<file path="src/rtl/core/acu_pkg.sv">
// Package for the alarm clock user interface controller.
// Holds screen, knob and symbol codes, item and state structs, shared constants.
// No dependencies.
`default_nettype none

package acu_pkg;

	localparam int ALARM_COUNT_DEF = 2;
	localparam int APB_ADDR_W      = 3;
	localparam int APB_DATA_W      = 32;

	localparam logic [15:0] BLINK_PERIOD_RESET  = 16'd500;
	localparam logic [31:0] ALARM_LOCKOUT_RESET = 32'd60000;

	localparam logic REG_BLINK_PERIOD  = 1'b0;
	localparam logic REG_ALARM_LOCKOUT = 1'b1;

	localparam int HOURS_HALF_DAY   = 12;
	localparam int HOURS_MAX        = 23;
	localparam int MINUTES_MAX      = 59;
	localparam int MINUTES_PER_HOUR = 60;

	typedef logic [4:0] sym_t;

	localparam sym_t SYM_ONE   = 5'd1;
	localparam sym_t SYM_TWO   = 5'd2;
	localparam sym_t SYM_BLANK = 5'd10;
	localparam sym_t SYM_A     = 5'd11;
	localparam sym_t SYM_C     = 5'd12;
	localparam sym_t SYM_L     = 5'd13;
	localparam sym_t SYM_O     = 5'd14;
	localparam sym_t SYM_N     = 5'd15;
	localparam sym_t SYM_F     = 5'd16;

	typedef enum logic [2:0] {
		KNOB_NONE  = 3'd0,
		KNOB_UP    = 3'd1,
		KNOB_DOWN  = 3'd2,
		KNOB_PRESS = 3'd3,
		KNOB_LONG  = 3'd4
	} knob_t;

	typedef enum logic [2:0] {
		SCR_CLOCK  = 3'd0,
		SCR_TARGET = 3'd1,
		SCR_ALARM  = 3'd2,
		SCR_HOUR   = 3'd3,
		SCR_MINUTE = 3'd4
	} screen_t;

	typedef enum logic [1:0] {
		TGT_ALARM1 = 2'd0,
		TGT_ALARM2 = 2'd1,
		TGT_CLOCK  = 2'd2
	} target_t;

	typedef struct packed {
		logic [15:0] blink_period_ms;
		logic [31:0] alarm_lockout_ms;
	} cfg_t;

	typedef struct packed {
		logic [2:0]  knob_event;
		logic [4:0]  now_hour;
		logic [5:0]  now_minute;
		logic [31:0] now_ms;
	} in_item_t;

	typedef struct packed {
		sym_t        digit_one;
		sym_t        digit_two;
		sym_t        digit_three;
		sym_t        digit_four;
		logic        colon_lit;
		logic        pm_dot;
		logic        buzzer_sounding;
		logic        clock_write;
		logic [4:0]  write_hour;
		logic [5:0]  write_minute;
		logic [2:0]  ui_screen;
	} result_t;

	typedef struct packed {
		screen_t     screen;
		target_t     target_select;
		logic [4:0]  edit_hour;
		logic [5:0]  edit_minute;
		logic        edit_is_am;
		logic        blink_phase;
		logic [31:0] last_blink_ms;
		logic [31:0] last_trigger_ms;
		logic        buzzer_on;
	} ui_state_t;

	typedef struct packed {
		logic       toggle;
		logic       store;
		logic       slot;
		logic [4:0] hour;
		logic [5:0] minute;
		logic [4:0] match_hour;
		logic [5:0] match_minute;
	} alarm_cmd_t;

	typedef struct packed {
		logic slot_enabled;
		logic any_match;
	} alarm_status_t;

endpackage

`default_nettype wire

</file>
<file path="src/rtl/core/acu_if.sv">
// Item channel interfaces for the alarm clock user interface controller.
// Depends on nothing; payload widths follow the input and result fields.
`default_nettype none

interface acu_in_if;
	logic        valid;
	logic        ready;
	logic [2:0]  knob_event;
	logic [4:0]  now_hour;
	logic [5:0]  now_minute;
	logic [31:0] now_ms;

	modport source (output valid, knob_event, now_hour, now_minute, now_ms, input ready);
	modport sink (input valid, knob_event, now_hour, now_minute, now_ms, output ready);
endinterface

interface acu_out_if;
	logic       valid;
	logic       ready;
	logic [4:0] digit_one;
	logic [4:0] digit_two;
	logic [4:0] digit_three;
	logic [4:0] digit_four;
	logic       colon_lit;
	logic       pm_dot;
	logic       buzzer_sounding;
	logic       clock_write;
	logic [4:0] write_hour;
	logic [5:0] write_minute;
	logic [2:0] ui_screen;

	modport source (output valid, digit_one, digit_two, digit_three, digit_four, colon_lit,
		pm_dot, buzzer_sounding, clock_write, write_hour, write_minute, ui_screen,
		input ready);
	modport sink (input valid, digit_one, digit_two, digit_three, digit_four, colon_lit,
		pm_dot, buzzer_sounding, clock_write, write_hour, write_minute, ui_screen,
		output ready);
endinterface

`default_nettype wire

</file>
<file path="src/rtl/core/acu_cfg.sv">
// APB-style configuration registers: blink period and alarm lockout.
// Depends on acu_pkg.
`default_nettype none

module acu_cfg import acu_pkg::*; (
	input  wire logic                  clk,
	input  wire logic                  arst_n,
	input  wire logic                  psel,
	input  wire logic                  penable,
	input  wire logic                  pwrite,
	input  wire logic [APB_ADDR_W-1:0] paddr,
	input  wire logic [APB_DATA_W-1:0] pwdata,
	output logic      [APB_DATA_W-1:0] prdata,
	output logic                       pready,
	output cfg_t                       cfg
);

	logic [15:0] blink_period_q;
	logic [31:0] alarm_lockout_q;
	logic        wr_en;

	assign pready = 1'b1;
	assign wr_en  = psel && penable && pwrite && pready;

	always_ff @(posedge clk or negedge arst_n) begin
		if (!arst_n) begin
			blink_period_q  <= BLINK_PERIOD_RESET;
			alarm_lockout_q <= ALARM_LOCKOUT_RESET;
		end else if (wr_en) begin
			if (paddr[2] == REG_BLINK_PERIOD) begin
				blink_period_q <= pwdata[15:0];
			end else begin
				alarm_lockout_q <= pwdata[31:0];
			end
		end
	end

	always_comb begin
		if (paddr[2] == REG_ALARM_LOCKOUT) begin
			prdata = alarm_lockout_q;
		end else begin
			prdata = {16'd0, blink_period_q};
		end
	end

	assign cfg.blink_period_ms  = blink_period_q;
	assign cfg.alarm_lockout_ms = alarm_lockout_q;

endmodule

`default_nettype wire

</file>
<file path="src/rtl/core/acu_alarm.sv">
// Alarm store: enable flag, hour and minute per alarm, with the time match.
// Depends on acu_pkg.
`default_nettype none

module acu_alarm import acu_pkg::*; #(
	parameter int ALARM_COUNT = ALARM_COUNT_DEF
) (
	input  wire logic  clk,
	input  wire logic  arst_n,
	input  wire logic  we,
	input  wire alarm_cmd_t cmd,
	output alarm_status_t status
);

	localparam int SLOT_W = (ALARM_COUNT > 1) ? $clog2(ALARM_COUNT) : 1;

	logic             enabled_q [ALARM_COUNT];
	logic [4:0]       hour_q    [ALARM_COUNT];
	logic [5:0]       minute_q  [ALARM_COUNT];
	logic [SLOT_W-1:0] idx;

	assign idx = SLOT_W'(cmd.slot);

	always_ff @(posedge clk or negedge arst_n) begin
		if (!arst_n) begin
			for (int i = 0; i < ALARM_COUNT; i++) begin
				enabled_q[i] <= 1'b0;
				hour_q[i]    <= 5'd0;
				minute_q[i]  <= 6'd0;
			end
		end else if (we) begin
			if (cmd.toggle) begin
				enabled_q[idx] <= !enabled_q[idx];
			end
			if (cmd.store) begin
				hour_q[idx]   <= cmd.hour;
				minute_q[idx] <= cmd.minute;
			end
		end
	end

	always_comb begin
		status.slot_enabled = enabled_q[idx];
		status.any_match    = 1'b0;
		for (int i = 0; i < ALARM_COUNT; i++) begin
			if (enabled_q[i] && hour_q[i] == cmd.match_hour
					&& minute_q[i] == cmd.match_minute) begin
				status.any_match = 1'b1;
			end
		end
	end

endmodule

`default_nettype wire

</file>
<file path="src/rtl/core/acu_ui.sv">
// Screen sequencer and display logic for one item, purely combinational.
// Depends on acu_pkg; alarm status comes from acu_alarm.
`default_nettype none

module acu_ui import acu_pkg::*; #(
	parameter int ALARM_COUNT = ALARM_COUNT_DEF
) (
	input  wire in_item_t      item,
	input  wire ui_state_t     cur_state,
	input  wire cfg_t          cfg,
	input  wire alarm_status_t status,
	output ui_state_t     nxt_state,
	output alarm_cmd_t    cmd,
	output result_t       res
);

	typedef struct packed {
		logic [2:0] tens;
		logic [3:0] ones;
	} dec_t;

	function automatic dec_t split_dec(input logic [5:0] v);
		dec_t d;
		d.tens = 3'd0;
		d.ones = v[3:0];
		for (int k = 1; k <= 6; k++) begin
			if (v >= 6'(k * 10)) begin
				d.tens = 3'(k);
				d.ones = 4'(v - 6'(k * 10));
			end
		end
		return d;
	endfunction

	logic        ev_up, ev_dn, ev_press, ev_long;
	screen_t     cur;
	screen_t     next_screen;
	logic [4:0]  hr_c;
	logic [5:0]  mn_c;
	logic [4:0]  h12;
	logic [4:0]  h_step;
	logic [6:0]  m_step;
	logic [4:0]  h24;
	logic [31:0] blink_sum;
	logic [31:0] lock_sum;
	logic        slot;
	dec_t        hour_dec;
	dec_t        min_dec;
	dec_t        now_dec;
	dec_t        h12_dec;

	assign ev_up    = item.knob_event == KNOB_UP;
	assign ev_dn    = item.knob_event == KNOB_DOWN;
	assign ev_press = item.knob_event == KNOB_PRESS;
	assign ev_long  = item.knob_event == KNOB_LONG;
	assign cur      = ev_long ? SCR_TARGET : cur_state.screen;

	assign hr_c = (item.now_hour > 5'(HOURS_MAX)) ? 5'(HOURS_MAX) : item.now_hour;
	assign mn_c = (item.now_minute > 6'(MINUTES_MAX)) ? 6'(MINUTES_MAX) : item.now_minute;
	assign slot = (ALARM_COUNT > 1) && (cur_state.target_select == TGT_ALARM2);

	assign hour_dec = split_dec({1'b0, cur_state.edit_hour});
	assign min_dec  = split_dec(cur_state.edit_minute);
	assign now_dec  = split_dec(mn_c);
	assign h12_dec  = split_dec({1'b0, h12});

	assign blink_sum = {16'd0, cfg.blink_period_ms} + cur_state.last_blink_ms;
	assign lock_sum  = cur_state.last_trigger_ms + cfg.alarm_lockout_ms;

	always_comb begin
		h12 = (hr_c >= 5'(HOURS_HALF_DAY)) ? hr_c - 5'(HOURS_HALF_DAY) : hr_c;
		if (h12 == 5'd0) begin
			h12 = 5'(HOURS_HALF_DAY);
		end
	end

	always_comb begin
		h24 = cur_state.edit_hour;
		if (cur_state.edit_is_am && cur_state.edit_hour == 5'(HOURS_HALF_DAY)) begin
			h24 = 5'd0;
		end else if (!cur_state.edit_is_am && cur_state.edit_hour != 5'(HOURS_HALF_DAY)) begin
			h24 = cur_state.edit_hour + 5'(HOURS_HALF_DAY);
		end
	end

	always_comb begin
		next_screen = cur;
		case (cur)
			SCR_TARGET: begin
				if (ev_press) begin
					next_screen = (cur_state.target_select == TGT_CLOCK) ? SCR_HOUR : SCR_ALARM;
				end
			end
			SCR_ALARM: begin
				if (ev_press) begin
					next_screen = status.slot_enabled ? SCR_HOUR : SCR_CLOCK;
				end
			end
			SCR_HOUR: begin
				if (ev_press) begin
					next_screen = SCR_MINUTE;
				end
			end
			SCR_MINUTE: begin
				if (ev_press) begin
					next_screen = SCR_CLOCK;
				end
			end
			default: begin
				next_screen = SCR_CLOCK;
			end
		endcase
	end

	always_comb begin
		nxt_state        = cur_state;
		nxt_state.screen = next_screen;
		h_step           = cur_state.edit_hour;
		m_step           = {1'b0, cur_state.edit_minute};

		cmd              = '0;
		cmd.slot         = slot;
		cmd.hour         = h24;
		cmd.minute       = cur_state.edit_minute;
		cmd.match_hour   = hr_c;
		cmd.match_minute = mn_c;

		res              = '0;
		res.digit_one    = SYM_BLANK;
		res.digit_two    = SYM_BLANK;
		res.digit_three  = SYM_BLANK;
		res.digit_four   = SYM_BLANK;
		res.ui_screen    = cur;

		case (cur)
			SCR_TARGET: begin
				case (cur_state.target_select)
					TGT_ALARM1: begin
						res.digit_one = SYM_A;
						res.digit_two = SYM_ONE;
					end
					TGT_ALARM2: begin
						res.digit_one = SYM_A;
						res.digit_two = SYM_TWO;
					end
					TGT_CLOCK: begin
						res.digit_one   = SYM_C;
						res.digit_two   = SYM_L;
						res.digit_three = SYM_C;
					end
					default: begin
					end
				endcase
				if (ev_up) begin
					case (cur_state.target_select)
						TGT_ALARM1: nxt_state.target_select = TGT_ALARM2;
						TGT_ALARM2: nxt_state.target_select = TGT_CLOCK;
						TGT_CLOCK:  nxt_state.target_select = TGT_ALARM1;
						default:    nxt_state.target_select = TGT_ALARM2;
					endcase
				end else if (ev_dn) begin
					case (cur_state.target_select)
						TGT_ALARM1: nxt_state.target_select = TGT_CLOCK;
						TGT_ALARM2: nxt_state.target_select = TGT_ALARM1;
						TGT_CLOCK:  nxt_state.target_select = TGT_ALARM2;
						default:    nxt_state.target_select = TGT_CLOCK;
					endcase
				end
			end
			SCR_ALARM: begin
				res.digit_two = SYM_O;
				if (status.slot_enabled) begin
					res.digit_three = SYM_N;
				end else begin
					res.digit_three = SYM_F;
					res.digit_four  = SYM_F;
				end
				cmd.toggle = ev_up || ev_dn;
			end
			SCR_HOUR: begin
				if (cur_state.blink_phase) begin
					res.digit_one = (cur_state.edit_hour >= 5'd10) ? SYM_ONE : SYM_BLANK;
					res.digit_two = {1'b0, hour_dec.ones};
					res.colon_lit = 1'b1;
				end
				res.digit_three = (cur_state.edit_minute >= 6'd10) ?
					{2'b0, min_dec.tens} : SYM_BLANK;
				res.digit_four  = {1'b0, min_dec.ones};
				res.pm_dot      = !cur_state.edit_is_am;
				if (ev_up || ev_dn) begin
					h_step = ev_up ? cur_state.edit_hour + 5'd1 : cur_state.edit_hour - 5'd1;
					if (h_step == 5'(HOURS_HALF_DAY + 1)) begin
						h_step = 5'd1;
					end else if (h_step == 5'd0) begin
						h_step = 5'(HOURS_HALF_DAY);
					end
					nxt_state.edit_hour = h_step;
					if ((ev_up && h_step == 5'(HOURS_HALF_DAY))
							|| (ev_dn && h_step == 5'(HOURS_HALF_DAY - 1))) begin
						nxt_state.edit_is_am = !cur_state.edit_is_am;
					end
				end
			end
			SCR_MINUTE: begin
				res.digit_one = (cur_state.edit_hour >= 5'd10) ? SYM_ONE : SYM_BLANK;
				res.digit_two = {1'b0, hour_dec.ones};
				if (cur_state.blink_phase) begin
					res.digit_three = (cur_state.edit_minute >= 6'd10) ?
						{2'b0, min_dec.tens} : SYM_BLANK;
					res.digit_four  = {1'b0, min_dec.ones};
					res.pm_dot      = !cur_state.edit_is_am;
					res.colon_lit   = 1'b1;
				end
				if (ev_up || ev_dn) begin
					m_step = {1'b0, cur_state.edit_minute} + (ev_up ? 7'd1 : 7'(MINUTES_MAX));
					if (m_step >= 7'(MINUTES_PER_HOUR)) begin
						m_step = m_step - 7'(MINUTES_PER_HOUR);
					end
					nxt_state.edit_minute = m_step[5:0];
				end else if (ev_press) begin
					if (cur_state.target_select == TGT_CLOCK) begin
						res.clock_write  = 1'b1;
						res.write_hour   = h24;
						res.write_minute = cur_state.edit_minute;
					end else begin
						cmd.store = 1'b1;
					end
				end
			end
			default: begin
				nxt_state.edit_hour   = h12;
				nxt_state.edit_minute = mn_c;
				nxt_state.edit_is_am  = hr_c < 5'(HOURS_HALF_DAY);
				res.colon_lit   = 1'b1;
				res.pm_dot      = hr_c >= 5'(HOURS_HALF_DAY);
				res.digit_one   = (h12 >= 5'd10) ? SYM_ONE : SYM_BLANK;
				res.digit_two   = {1'b0, h12_dec.ones};
				res.digit_three = {2'b0, now_dec.tens};
				res.digit_four  = {1'b0, now_dec.ones};
				if (!(lock_sum > item.now_ms) && status.any_match) begin
					nxt_state.last_trigger_ms = item.now_ms;
					nxt_state.buzzer_on       = 1'b1;
				end
				if (ev_press) begin
					nxt_state.buzzer_on = 1'b0;
				end
			end
		endcase

		if (blink_sum < item.now_ms) begin
			nxt_state.last_blink_ms = item.now_ms;
			nxt_state.blink_phase   = !cur_state.blink_phase;
		end

		res.buzzer_sounding = nxt_state.buzzer_on;
	end

endmodule

`default_nettype wire

</file>
<file path="src/rtl/core/alarm_clock_ui_controller.sv">
// Alarm clock user interface controller, top level.
// Depends on acu_pkg, acu_if, acu_cfg, acu_alarm and acu_ui.
//
// Each input item is one pass of the clock's main loop: a knob event, the
// clock time and a millisecond count. The block returns one result item per
// input item with the four display symbols, colon, PM dot, buzzer state and an
// optional clock write request. An item is registered on entry, evaluated
// combinationally against the interface state and the alarm store, and its
// result lands in an output register; a new item is accepted in every cycle
// while the result side keeps taking items. The user must write the
// configuration registers over the APB port only while the block has no item
// in flight; the block itself does not enforce this.
`default_nettype none

module alarm_clock_ui_controller import acu_pkg::*; #(
	parameter int ALARM_COUNT = ALARM_COUNT_DEF
) (
	input  wire logic                  clk,
	input  wire logic                  arst_n,
	input  wire logic                  psel,
	input  wire logic                  penable,
	input  wire logic                  pwrite,
	input  wire logic [APB_ADDR_W-1:0] paddr,
	input  wire logic [APB_DATA_W-1:0] pwdata,
	output logic      [APB_DATA_W-1:0] prdata,
	output logic                       pready,
	acu_in_if.sink                     in_ch,
	acu_out_if.source                  out_ch
);

	localparam ui_state_t UI_RESET = '{
		screen:          SCR_CLOCK,
		target_select:   TGT_ALARM1,
		edit_hour:       5'(HOURS_HALF_DAY),
		edit_minute:     6'd0,
		edit_is_am:      1'b1,
		blink_phase:     1'b0,
		last_blink_ms:   32'd0,
		last_trigger_ms: 32'd0,
		buzzer_on:       1'b0
	};

	cfg_t          cfg;
	in_item_t      item_s1;
	logic          valid_s1;
	result_t       res_q;
	logic          out_valid_q;
	ui_state_t     ui_q;
	ui_state_t     ui_nxt;
	alarm_cmd_t    cmd;
	alarm_status_t status;
	result_t       res;
	logic          advance;
	logic          in_accept;

	acu_cfg u_cfg (
		.clk     (clk),
		.arst_n  (arst_n),
		.psel    (psel),
		.penable (penable),
		.pwrite  (pwrite),
		.paddr   (paddr),
		.pwdata  (pwdata),
		.prdata  (prdata),
		.pready  (pready),
		.cfg     (cfg)
	);

	acu_alarm #(.ALARM_COUNT(ALARM_COUNT)) u_alarm (
		.clk    (clk),
		.arst_n (arst_n),
		.we     (advance),
		.cmd    (cmd),
		.status (status)
	);

	acu_ui #(.ALARM_COUNT(ALARM_COUNT)) u_ui (
		.item      (item_s1),
		.cur_state (ui_q),
		.cfg       (cfg),
		.status    (status),
		.nxt_state (ui_nxt),
		.cmd       (cmd),
		.res       (res)
	);

	assign advance     = valid_s1 && (!out_valid_q || out_ch.ready);
	assign in_ch.ready = !valid_s1 || advance;
	assign in_accept   = in_ch.valid && in_ch.ready;

	always_ff @(posedge clk or negedge arst_n) begin
		if (!arst_n) begin
			valid_s1    <= 1'b0;
			out_valid_q <= 1'b0;
			ui_q        <= UI_RESET;
		end else begin
			valid_s1    <= in_accept || (valid_s1 && !advance);
			out_valid_q <= advance || (out_valid_q && !out_ch.ready);
			if (advance) begin
				ui_q <= ui_nxt;
			end
		end
	end

	always_ff @(posedge clk) begin
		if (in_accept) begin
			item_s1.knob_event <= in_ch.knob_event;
			item_s1.now_hour   <= in_ch.now_hour;
			item_s1.now_minute <= in_ch.now_minute;
			item_s1.now_ms     <= in_ch.now_ms;
		end
		if (advance) begin
			res_q <= res;
		end
	end

	assign out_ch.valid           = out_valid_q;
	assign out_ch.digit_one       = res_q.digit_one;
	assign out_ch.digit_two       = res_q.digit_two;
	assign out_ch.digit_three     = res_q.digit_three;
	assign out_ch.digit_four      = res_q.digit_four;
	assign out_ch.colon_lit       = res_q.colon_lit;
	assign out_ch.pm_dot          = res_q.pm_dot;
	assign out_ch.buzzer_sounding = res_q.buzzer_sounding;
	assign out_ch.clock_write     = res_q.clock_write;
	assign out_ch.write_hour      = res_q.write_hour;
	assign out_ch.write_minute    = res_q.write_minute;
	assign out_ch.ui_screen       = res_q.ui_screen;

	a_advance_fills_output: assert property (@(posedge clk) disable iff (!arst_n)
		advance |=> out_ch.valid)
		else $error("Evaluated item did not reach the output register.");

	a_state_holds_when_idle: assert property (@(posedge clk) disable iff (!arst_n)
		!advance |=> $stable(ui_q))
		else $error("Interface state changed without an item being evaluated.");

	a_stall_only_when_full: assert property (@(posedge clk) disable iff (!arst_n)
		!in_ch.ready |-> (valid_s1 && out_valid_q && !out_ch.ready))
		else $error("Input stalled while a stage had room.");

	a_clock_write_on_commit: assert property (@(posedge clk) disable iff (!arst_n)
		(out_ch.valid && out_ch.clock_write) |-> (out_ch.ui_screen == SCR_MINUTE))
		else $error("Clock write request outside the minute screen.");

	a_write_fields_quiet: assert property (@(posedge clk) disable iff (!arst_n)
		(out_ch.valid && !out_ch.clock_write)
			|-> (out_ch.write_hour == 5'd0 && out_ch.write_minute == 6'd0))
		else $error("Write fields set without a clock write request.");

endmodule

`default_nettype wire
</file>
<file path="src/flat_wrapper.sv">
// flat-port wrapper written by rule: the top's interface ports become plain ports
module alarm_clock_ui_controller_flat import acu_pkg::*;
#(
	parameter int ALARM_COUNT = ALARM_COUNT_DEF
)
  (clk, arst_n, psel, penable, pwrite, paddr, pwdata, prdata, pready, in_ch_valid, in_ch_knob_event, in_ch_now_hour, in_ch_now_minute, in_ch_now_ms, in_ch_ready, out_ch_valid, out_ch_digit_one, out_ch_digit_two, out_ch_digit_three, out_ch_digit_four, out_ch_colon_lit, out_ch_pm_dot, out_ch_buzzer_sounding, out_ch_clock_write, out_ch_write_hour, out_ch_write_minute, out_ch_ui_screen, out_ch_ready);
  acu_in_if in_ch_i ();
  acu_out_if out_ch_i ();
  input  wire logic clk;
  input  wire logic arst_n;
  input  wire logic psel;
  input  wire logic penable;
  input  wire logic pwrite;
  input  wire logic [APB_ADDR_W-1:0] paddr;
  input  wire logic [APB_DATA_W-1:0] pwdata;
  output logic      [APB_DATA_W-1:0] prdata;
  output logic pready;
  input wire logic [$bits(in_ch_i.valid)-1:0] in_ch_valid;
  input wire logic [$bits(in_ch_i.knob_event)-1:0] in_ch_knob_event;
  input wire logic [$bits(in_ch_i.now_hour)-1:0] in_ch_now_hour;
  input wire logic [$bits(in_ch_i.now_minute)-1:0] in_ch_now_minute;
  input wire logic [$bits(in_ch_i.now_ms)-1:0] in_ch_now_ms;
  output wire logic [$bits(in_ch_i.ready)-1:0] in_ch_ready;
  output wire logic [$bits(out_ch_i.valid)-1:0] out_ch_valid;
  output wire logic [$bits(out_ch_i.digit_one)-1:0] out_ch_digit_one;
  output wire logic [$bits(out_ch_i.digit_two)-1:0] out_ch_digit_two;
  output wire logic [$bits(out_ch_i.digit_three)-1:0] out_ch_digit_three;
  output wire logic [$bits(out_ch_i.digit_four)-1:0] out_ch_digit_four;
  output wire logic [$bits(out_ch_i.colon_lit)-1:0] out_ch_colon_lit;
  output wire logic [$bits(out_ch_i.pm_dot)-1:0] out_ch_pm_dot;
  output wire logic [$bits(out_ch_i.buzzer_sounding)-1:0] out_ch_buzzer_sounding;
  output wire logic [$bits(out_ch_i.clock_write)-1:0] out_ch_clock_write;
  output wire logic [$bits(out_ch_i.write_hour)-1:0] out_ch_write_hour;
  output wire logic [$bits(out_ch_i.write_minute)-1:0] out_ch_write_minute;
  output wire logic [$bits(out_ch_i.ui_screen)-1:0] out_ch_ui_screen;
  input wire logic [$bits(out_ch_i.ready)-1:0] out_ch_ready;
  assign in_ch_i.valid = in_ch_valid;
  assign in_ch_i.knob_event = in_ch_knob_event;
  assign in_ch_i.now_hour = in_ch_now_hour;
  assign in_ch_i.now_minute = in_ch_now_minute;
  assign in_ch_i.now_ms = in_ch_now_ms;
  assign in_ch_ready = in_ch_i.ready;
  assign out_ch_valid = out_ch_i.valid;
  assign out_ch_digit_one = out_ch_i.digit_one;
  assign out_ch_digit_two = out_ch_i.digit_two;
  assign out_ch_digit_three = out_ch_i.digit_three;
  assign out_ch_digit_four = out_ch_i.digit_four;
  assign out_ch_colon_lit = out_ch_i.colon_lit;
  assign out_ch_pm_dot = out_ch_i.pm_dot;
  assign out_ch_buzzer_sounding = out_ch_i.buzzer_sounding;
  assign out_ch_clock_write = out_ch_i.clock_write;
  assign out_ch_write_hour = out_ch_i.write_hour;
  assign out_ch_write_minute = out_ch_i.write_minute;
  assign out_ch_ui_screen = out_ch_i.ui_screen;
  assign out_ch_i.ready = out_ch_ready;
  alarm_clock_ui_controller #(.ALARM_COUNT(ALARM_COUNT)) u_core (.clk(clk), .arst_n(arst_n), .psel(psel), .penable(penable), .pwrite(pwrite), .paddr(paddr), .pwdata(pwdata), .prdata(prdata), .pready(pready), .in_ch(in_ch_i), .out_ch(out_ch_i));
endmodule
</file>
<file path="config.mk">
export PLATFORM = sky130hd
export DESIGN_NAME = alarm_clock_ui_controller_flat
export DESIGN_NICKNAME = d
export VERILOG_FILES = /design/src/rtl/core/acu_pkg.sv /design/src/rtl/core/acu_if.sv /design/src/rtl/core/acu_cfg.sv /design/src/rtl/core/acu_alarm.sv /design/src/rtl/core/acu_ui.sv /design/src/rtl/core/alarm_clock_ui_controller.sv /design/src/flat_wrapper.sv
export SDC_FILE = /design/constraint.sdc
export NUM_CORES = 1
export LEC_CHECK = 0
export ABC_AREA = 1
export BUFFER_PORTS_ARGS = -buffer_cell sky130_fd_sc_hd__buf_2
export CORE_ASPECT_RATIO = 0.9
export CORE_UTILIZATION = 55
export CTS_CLUSTER_DIAMETER = 30
export DETAILED_ROUTE_END_ITERATION = 6
export PLACE_DENSITY_LB_ADDON = 0.15
export SETUP_SLACK_MARGIN = 0.1
export SKIP_CTS_REPAIR_TIMING = 1
export SLEW_MARGIN = 15
export SYNTH_ARGS = -nofsm -noshare
export SYNTH_HDL_FRONTEND = slang
export SYNTH_HIERARCHICAL = 1
export SYNTH_SLANG_ARGS = --single-unit
</file>
<file path="constraint.sdc">
create_clock -name clk -period 3.5 [get_ports clk]
set_clock_uncertainty 0.1 [all_clocks]
set_input_delay 0.525 -clock clk [delete_from_list [all_inputs] [get_ports clk]]
set_output_delay 0.525 -clock clk [all_outputs]
set_load 0.02 [all_outputs]
</file>
==> results of run 1 <==
## cells by family after synthesis
family,count (synthesis)
xor+xnor,73
flops,241
compound gates,361
fa+ha+maj,153
simple gates,1202
other cells,2
buf+inv,382
## cell usage after synthesis, types with 15 or more instances
cell / number / area share
dfstp_2: 16 / 0.023
nand2_1: 784 / 0.16
nand3_1: 205 / 0.057
xnor2_1: 21 / 0.010
xor2_1: 51 / 0.025
buf_2: 33 / 0.0092
o21ai_1: 19 / 0.0053
nor3_1: 21 / 0.0058
buf_6: 15 / 0.0094
edfxtp_1: 84 / 0.14
o21ai_0: 104 / 0.029
dfrtp_1: 141 / 0.20
a31oi_1: 18 / 0.0062
nand4_1: 26 / 0.0090
clkbuf_1: 16 / 0.0033
o21ai_2: 46 / 0.022
a21oi_1: 110 / 0.031
nor2_1: 125 / 0.026
buf_4: 25 / 0.010
inv_1: 276 / 0.057
ha_1: 149 / 0.10
## final cells by class
type	instances	area [sq um]	area share
multi-input combinational	1792	11200	0.455
sequential	241	6480	0.264
timing repair buffer	468	3380	0.137
clock buffer	72	1560	0.0635
inverter	290	1100	0.0446
tap	416	520	0.0212
clock inverter	30	377	0.0153
## per-layer routing
| layer | share of wire | up-vias | global-route usage |
|---|---|---|---|
| li1 | - | 8783 | - |
| met1 | 0.40 | 8824 | 0.421 |
| met2 | 0.47 | 956 | 0.543 |
| met3 | 0.076 | 243 | 0.0445 |
| met4 | 0.051 | 0 | 0.113 |
| met5 | 0 | - | 0 |
## registers in the layout, summed over array words and instances, names as in the netlist
register / cells
u_core/ui_q: 83
u_core/out_ch.buzzer_sounding: 1
u_core/u_cfg/blink_period_q: 16
u_core/u_alarm/hour_q: 10
u_core/out_ch.write_hour: 5
u_core/out_ch.write_minute: 6
u_core/out_ch.pm_dot: 1
u_core/out_ch.digit_three: 5
u_core/out_ch.valid: 1
u_core/u_alarm/enabled_q: 2
u_core/u_alarm/minute_q: 12
u_core/valid_s1: 1
u_core/out_ch.clock_write: 1
u_core/out_ch.ui_screen: 3
u_core/out_ch.digit_two: 5
u_core/out_ch.digit_one: 5
u_core/u_cfg/alarm_lockout_q: 32
u_core/item_s1: 46
u_core/out_ch.colon_lit: 1
u_core/out_ch.digit_four: 5
## worst min-delay path by stage
stage,from,endpoint,slack [ns],depth (start not counted)
2_1_floorplan,arst_n,u_core/out_ch.valid,0.13,0
3_3_place_gp,u_core/ui_q[0],u_core/ui_q[0],0.36,2
3_5_place_dp,u_core/u_alarm/enabled_q[1],u_core/u_alarm/enabled_q[1],0.36,1
4_1_cts,arst_n,u_core/u_cfg/alarm_lockout_q[8],-0.17,1
5_1_grt,in_ch_now_ms[8],u_core/item_s1[8],0.004,1
6_report,in_ch_now_ms[15],u_core/item_s1[15],0.01,1
## critical path, cell delays in order (launching register included)
cell	delay, ns
dfrtp_1	0.42
ha_1	0.29
nor2_1	0.18
nand2_1	0.10
o21ai_2	0.11
buf_4	0.16
o211ai_2	0.11
nand2_1	0.08
nand2_1	0.10
buf_4	0.16
xor2_1	0.13
ha_1	0.31
nand2_1	0.13
inv_1	0.06
nand3_1	0.11
inv_1	0.06
a21oi_1	0.25
nand2_1	0.15
nand2_2	0.10
nand2_2	0.06
nand2_2	0.08
nand2_4	0.09
buf_6	0.14
clkbuf_16	0.15
o21ai_2	0.12
nand3_1	0.10
nand2_1	0.15
## power by group through the flow
stage	sequential [W]	clock, W	combinational (W)
finish	0.00401	0.00529	0.00718
global placement	0.00391	0	0.00526
global route	0.00404	0.00548	0.00772
detailed placement	0.00392	0	0.00544
floorplan	0.00388	0	0.00357
CTS	0.00389	0.00532	0.00551
## metrics by stage
step,setup slack (ns),utilization
after floorplan,0.107,-
after global placement,-0.562,0.648
after detailed placement,-0.591,0.648
after CTS,-0.648,0.709
after global routing,-0.819,0.766
final,-0.626,0.766
==> out/results.tsv, run 1 <==
stage	metric	value	unit
job	max cap viols	0	
place	Post-DP Area	20800	sq um
logic_synthesis	#FFs+latches synth	241	
logic_synthesis	Avg Inst Size Synth	7.47	sq um
logic_synthesis	Cell Area, Synth	18000	sq um
logic_synthesis	Post-Synth Adder-Cell Area	0.108	
clock_tree	CTS tree	done	
timing	final slew viol count	0	
logic_synthesis	XOR/XNOR share of the synthesized area	0.0359	
floorplan	IO Pins	161	
power_and_ir_drop	pwr dens	670	nW/um^2
detailed_routing	TritonRoute pass-1 iters	7	
detailed_routing	via density per instance	5.68	
detailed_routing	Antenna Nets Post-Route	0	
place	GPL Wtd Cong	0.967	
final_layout	post-route cell area	24600	sq um
setup_path	Critical Setup Path Class	reg -> reg	
logic_synthesis	main combinational cell family by area after synthesis	simple AND/OR/NAND/NOR gates	
clock_tree	Max clock buf depth	3	
global_routing	initial antenna violation count	0	
place	dpl cells	3160	
timing	setup TNS	-34.75	ns
timing	final hold slack	0.0118	ns
setup_path	critical path startpoint	u_core/u_cfg/alarm_lockout_q[2]	
clock_tree	CTS clk-pin slew, worst paths	0.05	ns
global_routing	vias in the first global route	17100	
final_layout	ANT cells	0	
clock_tree	Root Buffer	clkbuf_16	
global_routing	Tot GR Track Use	0.322	
logic_synthesis	Synth warnings	6	
logic_synthesis	post-synthesis mux area share	0	
setup_path	Critical Path AT	4.53	ns
power_and_ir_drop	proportion of power drawn by combinational gates	0.436	
logic_synthesis	Synth Area in Simple Gates	0.282	
setup_path	startpoint types	flip-flop	
timing	Slew HR	0.243	
logic_synthesis	Post-Synthesis Cells	2414	
logic_synthesis	async set-reset flop share out of synthesis	0.651	
clock_tree	H-tree Lvls	2	
logic_synthesis	post-synthesis sequential area ratio	0.359	
floorplan	core region area	32100	sq um
logic_synthesis	Yosys cell types	64	
floorplan	Horiz. Die Dim	193	microns
run_status	status	finished, violations left	
floorplan	Die Area	33500	sq um
floorplan	row cnt	62	
global_routing	GR Overflow Total	0	
final_layout	P&R area growth vs syn	36.4	%
power_and_ir_drop	maximum vdd drop	0.441	mV
detailed_routing	Routed WL per cell	18.4	microns
floorplan	Die Y	174	microns
setup_path	Critical R2R Launch	u_core/u_cfg/alarm_lockout_q[2]	
setup_path	Reg2Reg Setup Slack	-0.63	ns
final_layout	commonest non-fill, non-tap cell in the layout	nand2_1	
logic_synthesis	Post-synth EDFFs	84	
setup_path	FF-to-FF End	u_core/ui_q[6]	
clock_tree	Clock Latency Late Sink	0.59	ns
timing	post-route worst setup slack	-0.626	ns
setup_path	Worst Path Required	3.90	ns
timing	Tcrit/Tclk final	1.18	
clock_tree	CTS Buf Count	54	
floorplan	Starting Density	0.561	
power_and_ir_drop	Switch Pwr	0.00644	W
timing	min cycle time layout	4.13	ns
final_layout	most frequent cells in the layout	724 x nand2_1, 285 x buf_4, 269 x inv_1	
clock_tree	CTS sink count	241	
detailed_routing	Starting DRT DRC Count	1739	
timing	final hold violations	0	
timing	unrepaired setup endpoints after global routing	true	
place	DP HPWL	39.5	mm
global_routing	global-route wire length before repair	86.1	mm
run_status	failing checks	design-rule violations, negative setup slack	
place	Port Buf Inserts	157	
global_routing	largest net degree at the start of global routing	85	
final_layout	layout cell share with drive strength beyond 1	0.311	
setup_path	CP Capture Point	u_core/ui_q[6]	
setup_path	worst-path fanout max	6	
timing	Setup-failing EPs final	67	
power_and_ir_drop	sequential share of power	0.243	
setup_path	CP Capture Type	flip-flop	
power_and_ir_drop	clock share of power	0.321	
timing	Worst Tran Pin Value	1.14	ns
power_and_ir_drop	Sw Ratio	0.391	
final_layout	Post-layout nets	3088	
worst_hold_path	HP Class	in -> reg	
logic_synthesis	dominant synthesized flop cell	dfrtp_1	
detailed_routing	DR vias	18800	
final_layout	Non-Filler Instances	3309	
setup_path	FF-to-FF path depth	26	
logic_synthesis	compound-gate portion of the synthesized area	0.122	
final_layout	# fillers	2325	
power_and_ir_drop	Internal	0.0100	W
detailed_routing	total wire length	60.9	mm
timing	Max Clock Freq	0.242	GHz
power_and_ir_drop	P_leak	12.6	nW
detailed_routing	Post-route DRC	16	
power_and_ir_drop	total power	0.0165	W
No activity file was read; power rests on OpenSTA's default activity.
==> inputs of run 2 (changes only) <==
--- a/config.mk
+++ b/config.mk
@@ -7,8 +7,10 @@
 export LEC_CHECK = 0
 export ABC_AREA = 1
 export BUFFER_PORTS_ARGS = -buffer_cell sky130_fd_sc_hd__buf_2
+export CELL_PAD_IN_SITES_DETAIL_PLACEMENT = 1
+export CELL_PAD_IN_SITES_GLOBAL_PLACEMENT = 2
 export CORE_ASPECT_RATIO = 0.9
-export CORE_UTILIZATION = 55
+export CORE_UTILIZATION = 32
 export CTS_CLUSTER_DIAMETER = 30
 export DETAILED_ROUTE_END_ITERATION = 6
 export PLACE_DENSITY_LB_ADDON = 0.15
==> out/results.tsv, run 2 (synthesis results as in run 1) <==
stage	metric	value	unit
final_layout	Non-Filler Instances	3718	
setup_path	Worst Path Required	3.94	ns
detailed_routing	Antenna Nets Post-Route	0	
run_status	failing checks	negative setup slack	
final_layout	commonest non-fill, non-tap cell in the layout	nand2_1	
timing	post-route worst setup slack	-0.613	ns
setup_path	Critical Path AT	4.55	ns
setup_path	CP Cell Sequence	ha_2, inv_2, fa_2, o21ai_2, a21boi_2, o21ai_2, nand2_2, nand2_2, xor2_1, inv_1, ha_4, nand2_4, nor2_4, nand4_1, nor4_4, nand3_2, nand2_4, nand2_8, clkbuf_16, o21ai_0, nand3_1, nand2_1	
clock_tree	Max clock buf depth	3	
final_layout	Biggest register	u_core/ui_q	
global_routing	largest net degree at the start of global routing	85	
timing	final hold violations	0	
place	DP HPWL	49.6	mm
timing	Slew HR	0.232	
timing	Max Clock Freq	0.243	GHz
setup_path	worst-path fanout max	8	
detailed_routing	Starting DRT DRC Count	790	
clock_tree	CTS tree	done	
floorplan	Starting Density	0.324	
setup_path	slowest CP cell	dfrtp_1	
detailed_routing	TritonRoute pass-1 iters	5	
global_routing	GR Overflow Total	0	
timing	Setup-failing EPs final	67	
detailed_routing	via density per instance	4.91	
clock_tree	Clock Latency Late Sink	0.61	ns
global_routing	global-route wire length before repair	104	mm
timing	final slew viol count	0	
floorplan	row cnt	82	
run_status	status	finished, violations left	
place	GPL Wtd Cong	0.847	
setup_path	startpoint types	flip-flop	
power_and_ir_drop	P_leak	13.0	nW
timing	Worst Tran Pin Value	1.15	ns
global_routing	Tot GR Track Use	0.234	
clock_tree	CTS clk-pin slew, worst paths	0.04	ns
clock_tree	Root Buffer	clkbuf_16	
power_and_ir_drop	maximum vdd drop	0.359	mV
job	max cap viols	0	
detailed_routing	Routed WL per cell	18.8	microns
power_and_ir_drop	pwr dens	698	nW/um^2
timing	min cycle time layout	4.11	ns
setup_path	max incr delay on CP	0.38	ns
timing	unrepaired setup endpoints after global routing	true	
detailed_routing	DR vias	18300	
final_layout	P&R area growth vs syn	41.9	%
setup_path	CP Capture Type	flip-flop	
worst_hold_path	HP Class	in -> reg	
floorplan	Die Y	227	microns
floorplan	Die Area	57300	sq um
detailed_routing	total wire length	69.9	mm
place	dpl cells	3514	
setup_path	Critical Setup Path Class	reg -> reg	
final_layout	Post-layout nets	3142	
final_layout	ANT cells	0	
global_routing	vias in the first global route	18700	
timing	Tcrit/Tclk final	1.18	
floorplan	Horiz. Die Dim	252	microns
final_layout	Largest regs	u_core/ui_q x83, u_core/item_s1 x46, u_core/u_cfg/alarm_lockout_q x32	
final_layout	max reg flops	83	
final_layout	final core occ	0.459	
detailed_routing	Post-route DRC	0	
clock_tree	H-tree Lvls	3	
final_layout	most frequent cells in the layout	750 x nand2_1, 278 x buf_4, 271 x inv_1	
clock_tree	CTS Buf Count	73	
global_routing	initial antenna violation count	4	
place	Port Buf Inserts	157	
final_layout	layout cell share with drive strength beyond 1	0.279	
clock_tree	CTS sink count	241	
floorplan	core region area	55700	sq um
floorplan	IO Pins	161	
-- run 2: routing by layer --
layer / vias to the layer above / wire [microns] / track usage
li1: 8916 / - / -
met4: 0 / 1660 / 0.0645
met3: 109 / 2280 / 0.0369
met5: - / 0 / 0
met2: 324 / 35200 / 0.413
met1: 8903 / 30800 / 0.296
-- run 2: final timing paths --
check / to / start / slack [ns] / cells past startpoint
setup reg to reg: u_core/ui_q[24] / u_core/ui_q[1] / -0.61 / 22
max in group asynchronous: u_core/ui_q[75] / arst_n / 1.99 / 3
setup / recovery: u_core/ui_q[24] / u_core/ui_q[1] / -0.61 / 22
hold reg to reg: u_core/u_alarm/enabled_q[1] / u_core/u_alarm/enabled_q[1] / 0.37 / 1
min in group asynchronous: u_core/u_cfg/alarm_lockout_q[29] / arst_n / 0.38 / 2
hold / removal: u_core/item_s1[20] / in_ch_now_ms[20] / 0.02 / 1
-- run 2: final cells by class --
cell class,count,area (sq um)
Clock buffer,84,1940
Clock inverter,52,747
Fill cell,6813,30100
Inverter,290,1090
Multi-Input combinational cell,1794,10600
Sequential cell,241,6480
Tap cell,756,946
Timing Repair Buffer,501,3740
-- run 2: through the flow --
| step | cell area (sq um) | total power (W) | hold WS, ns | setup TNS [ns] | worst slack, ns |
|---|---|---|---|---|---|
| 5_1_grt | 25600 | 0.0189 | -0.00650 | -42.19 | -0.883 |
| 3_5_place_dp | 21400 | 0.00974 | 0.369 | -37.52 | -0.694 |
| 2_1_floorplan | 18100 | 0.00745 | 0.129 | 0 | 0.107 |
| 3_3_place_gp | 21400 | 0.00955 | 0.355 | -34.72 | -0.657 |
| 4_1_cts | 24100 | 0.0172 | -0.159 | -41.07 | -0.734 |
| 6_report | 25600 | 0.0179 | 0.0158 | -26.80 | -0.613 |
-- run 2: critical path, delay by kind of cell (launching register included) --
kind	cells	cell delay (ns)
simple gates	11	1.43
fa+ha+maj	3	0.86
compound gates	4	0.72
flops	1	0.38
buf+inv	3	0.36
xor+xnor	1	0.19
-- run 2: where the power goes --
group          total (W)  internal [W]  switching (W)  leakage, nW
logic            0.00662       0.00275        0.00387         8.89
registers        0.00394       0.00344       0.000498         2.83
clock network    0.00730       0.00520        0.00210         1.30
==> inputs of run 3 (changes only) <==
--- a/config.mk
+++ b/config.mk
@@ -10,7 +10,7 @@
 export CELL_PAD_IN_SITES_DETAIL_PLACEMENT = 1
 export CELL_PAD_IN_SITES_GLOBAL_PLACEMENT = 2
 export CORE_ASPECT_RATIO = 0.9
-export CORE_UTILIZATION = 32
+export CORE_UTILIZATION = 35
 export CTS_CLUSTER_DIAMETER = 30
 export DETAILED_ROUTE_END_ITERATION = 6
 export PLACE_DENSITY_LB_ADDON = 0.15
==> constraint.sdc (replaced) <==
create_clock -name clk -period 4.8 [get_ports clk]
set_clock_uncertainty 0.1 [all_clocks]
set_input_delay 0.72 -clock clk [delete_from_list [all_inputs] [get_ports clk]]
set_output_delay 0.72 -clock clk [all_outputs]
set_load 0.02 [all_outputs]
==> out/results.tsv, run 3 (synthesis results as in run 1) <==
stage	metric	value	unit
final_layout	# fillers	6239	
final_layout	commonest non-fill, non-tap cell in the layout	nand2_1	
power_and_ir_drop	total power	0.0112	W
floorplan	IO Pins	161	
timing	final hold violations	0	
floorplan	Die Y	217	microns
global_routing	vias in the first global route	17600	
setup_path	Reg2Reg Setup Slack	0.50	ns
timing	Tcrit/Tclk final	0.896	
floorplan	core region area	50700	sq um
setup_path	slowest CP cell	fa_1	
setup_path	startpoint types	flip-flop	
detailed_routing	Post-route DRC	0	
setup_path	max incr delay on CP	0.42	ns
final_layout	max reg flops	83	
timing	Setup-failing EPs final	0	
global_routing	Tot GR Track Use	0.236	
floorplan	Horiz. Die Dim	241	microns
final_layout	Post-layout nets	2813	
setup_path	FF-to-FF End	u_core/ui_q[1]	
timing	final hold slack	0.0957	ns
floorplan	Die Area	52400	sq um
power_and_ir_drop	clock share of power	0.429	
timing	Worst Tran Pin Value	1.08	ns
clock_tree	CTS sink count	241	
worst_hold_path	HP Class	in -> async	
clock_tree	H-tree Lvls	3	
timing	Slew HR	0.281	
power_and_ir_drop	pwr dens	516	nW/um^2
setup_path	Critical Path AT	4.72	ns
timing	Max Clock Freq	0.232	GHz
setup_path	Worst Path Required	5.21	ns
setup_path	number of cells on the critical path	24	
floorplan	Starting Density	0.356	
final_layout	layout cell share with drive strength beyond 1	0.157	
final_layout	most frequent cells in the layout	783 x nand2_1, 274 x inv_1, 205 x nand3_1	
final_layout	Biggest register	u_core/ui_q	
clock_tree	Root Buffer	clkbuf_16	
detailed_routing	total wire length	60.5	mm
place	DP HPWL	44.8	mm
detailed_routing	via density per instance	5.07	
power_and_ir_drop	maximum vdd drop	0.281	mV
power_and_ir_drop	sequential share of power	0.262	
power_and_ir_drop	Switch Pwr	0.00408	W
detailed_routing	TritonRoute pass-1 iters	5	
setup_path	FF-to-FF path depth	24	
global_routing	largest net degree at the start of global routing	84	
place	Port Buf Inserts	157	
clock_tree	CTS clk-pin slew, worst paths	0.05	ns
timing	unrepaired setup endpoints after global routing	false	
place	GPL Wtd Cong	0.922	
timing	setup TNS	0	ns
floorplan	row cnt	78	
clock_tree	Max clock buf depth	3	
run_status	status	completed	
detailed_routing	Starting DRT DRC Count	765	
final_layout	ANT cells	0	
setup_path	Critical Setup Path Class	reg -> reg	
final_layout	P&R area growth vs syn	20.6	%
power_and_ir_drop	Sw Ratio	0.363	
timing	final slew viol count	0	
setup_path	CP Capture Type	flip-flop	
power_and_ir_drop	P_leak	11.1	nW
setup_path	worst-path fanout max	32	
detailed_routing	DR vias	16800	
final_layout	multi-input combinational cell area	9890	sq um
setup_path	Critical R2R Launch	u_core/ui_q[1]	
power_and_ir_drop	proportion of power drawn by combinational gates	0.309	
power_and_ir_drop	Internal	0.00715	W
clock_tree	CTS tree	done	
clock_tree	Clock Latency Late Sink	0.59	ns
detailed_routing	Antenna Nets Post-Route	0	
setup_path	CP Cell Sequence	ha_1, inv_1, fa_1, o21ai_2, a21boi_1, o21ai_2, nand2_1, nand2_1, xor2_1, inv_1, ha_1, nand2_1, nor2_1, nand4_1, nor4_2, nand2_1, nand2_1, nand2_1, nand2_2, buf_12, nand2_1, o21ai_2, nand3_1, nand2_1	
setup_path	count of buffer and inverter cells on the critical path	3	
setup_path	Most Frequent Cell on Critical Path	nand2_1	
final_layout	Reg area	6470	sq um
global_routing	initial antenna violation count	1	
setup_path	Top Family by Delay on Critical Path	simple AND/OR/NAND/NOR gates	
final_layout	Largest regs	u_core/ui_q x83, u_core/item_s1 x46, u_core/u_cfg/alarm_lockout_q x32	
global_routing	GR Overflow Total	0	
clock_tree	CTS Buf Count	70	
job	max cap viols	0	
global_routing	global-route wire length before repair	96.3	mm
detailed_routing	Routed WL per cell	18.3	microns
timing	min cycle time layout	4.30	ns
==> run 3: cell types whose count changed in the layout (fill, tap and decap cells not counted), moves of 23 or more <==
| cell | previous run | this run |
|---|---|---|
| dlygate4sd3_1 | 44 | 0 |
| o21ai_0 | 78 | 104 |
| a21oi_1 | 86 | 109 |
| nand2_1 | 750 | 783 |
| buf_4 | 278 | 16 |
==> run 3: worst max path at each step <==
stage / end / startpoint
floorplan: u_core/ui_q[55] / u_core/u_cfg/blink_period_q[0]
global placement: u_core/ui_q[5] / u_core/ui_q[1]
detailed placement: u_core/ui_q[15] / u_core/ui_q[1]
CTS: u_core/ui_q[11] / u_core/u_cfg/alarm_lockout_q[0]
global route: u_core/ui_q[15] / u_core/ui_q[1]
finish: u_core/ui_q[1] / u_core/ui_q[1]
==> run 3: layout make-up <==
type / count / share of cell area
multi-input cells: 1792 / 0.455
flip-flops and latches: 241 / 0.298
clock buffers: 94 / 0.0889
inverters: 290 / 0.0502
repair buffers: 177 / 0.0452
well taps: 680 / 0.0391
clock inverters: 34 / 0.0239
==> run 3: per-stage QoR <==
step / setup WS (ns) / cells / utilization / cell area (sq um)
global placement: 0.450 / 3180 / 0.381 / 19300
floorplan: 1.23 / 2415 / - / 18000
detailed placement: 0.370 / 3180 / 0.381 / 19300
global route: 0.111 / 3308 / 0.429 / 21700
finish: 0.497 / 3308 / 0.429 / 21700
CTS: 0.298 / 3308 / 0.429 / 21700
==> run 3: power groups by stage <==
stage	clock network [W]	registers (W)	logic, W
2_1_floorplan	0	0.00283	0.00255
3_3_place_gp	0	0.00295	0.00335
3_5_place_dp	0	0.00296	0.00346
4_1_cts	0.00492	0.00294	0.00349
5_1_grt	0.00503	0.00299	0.00397
6_report	0.00482	0.00294	0.00347
==> run 3: layer usage <==
layer | part of all wire | vias up | GRT usage
met5 | 0 | - | 0
met4 | 0.029 | 0 | 0.0819
met3 | 0.033 | 105 | 0.0384
met2 | 0.48 | 296 | 0.398
met1 | 0.46 | 8115 | 0.305
li1 | - | 8246 | -
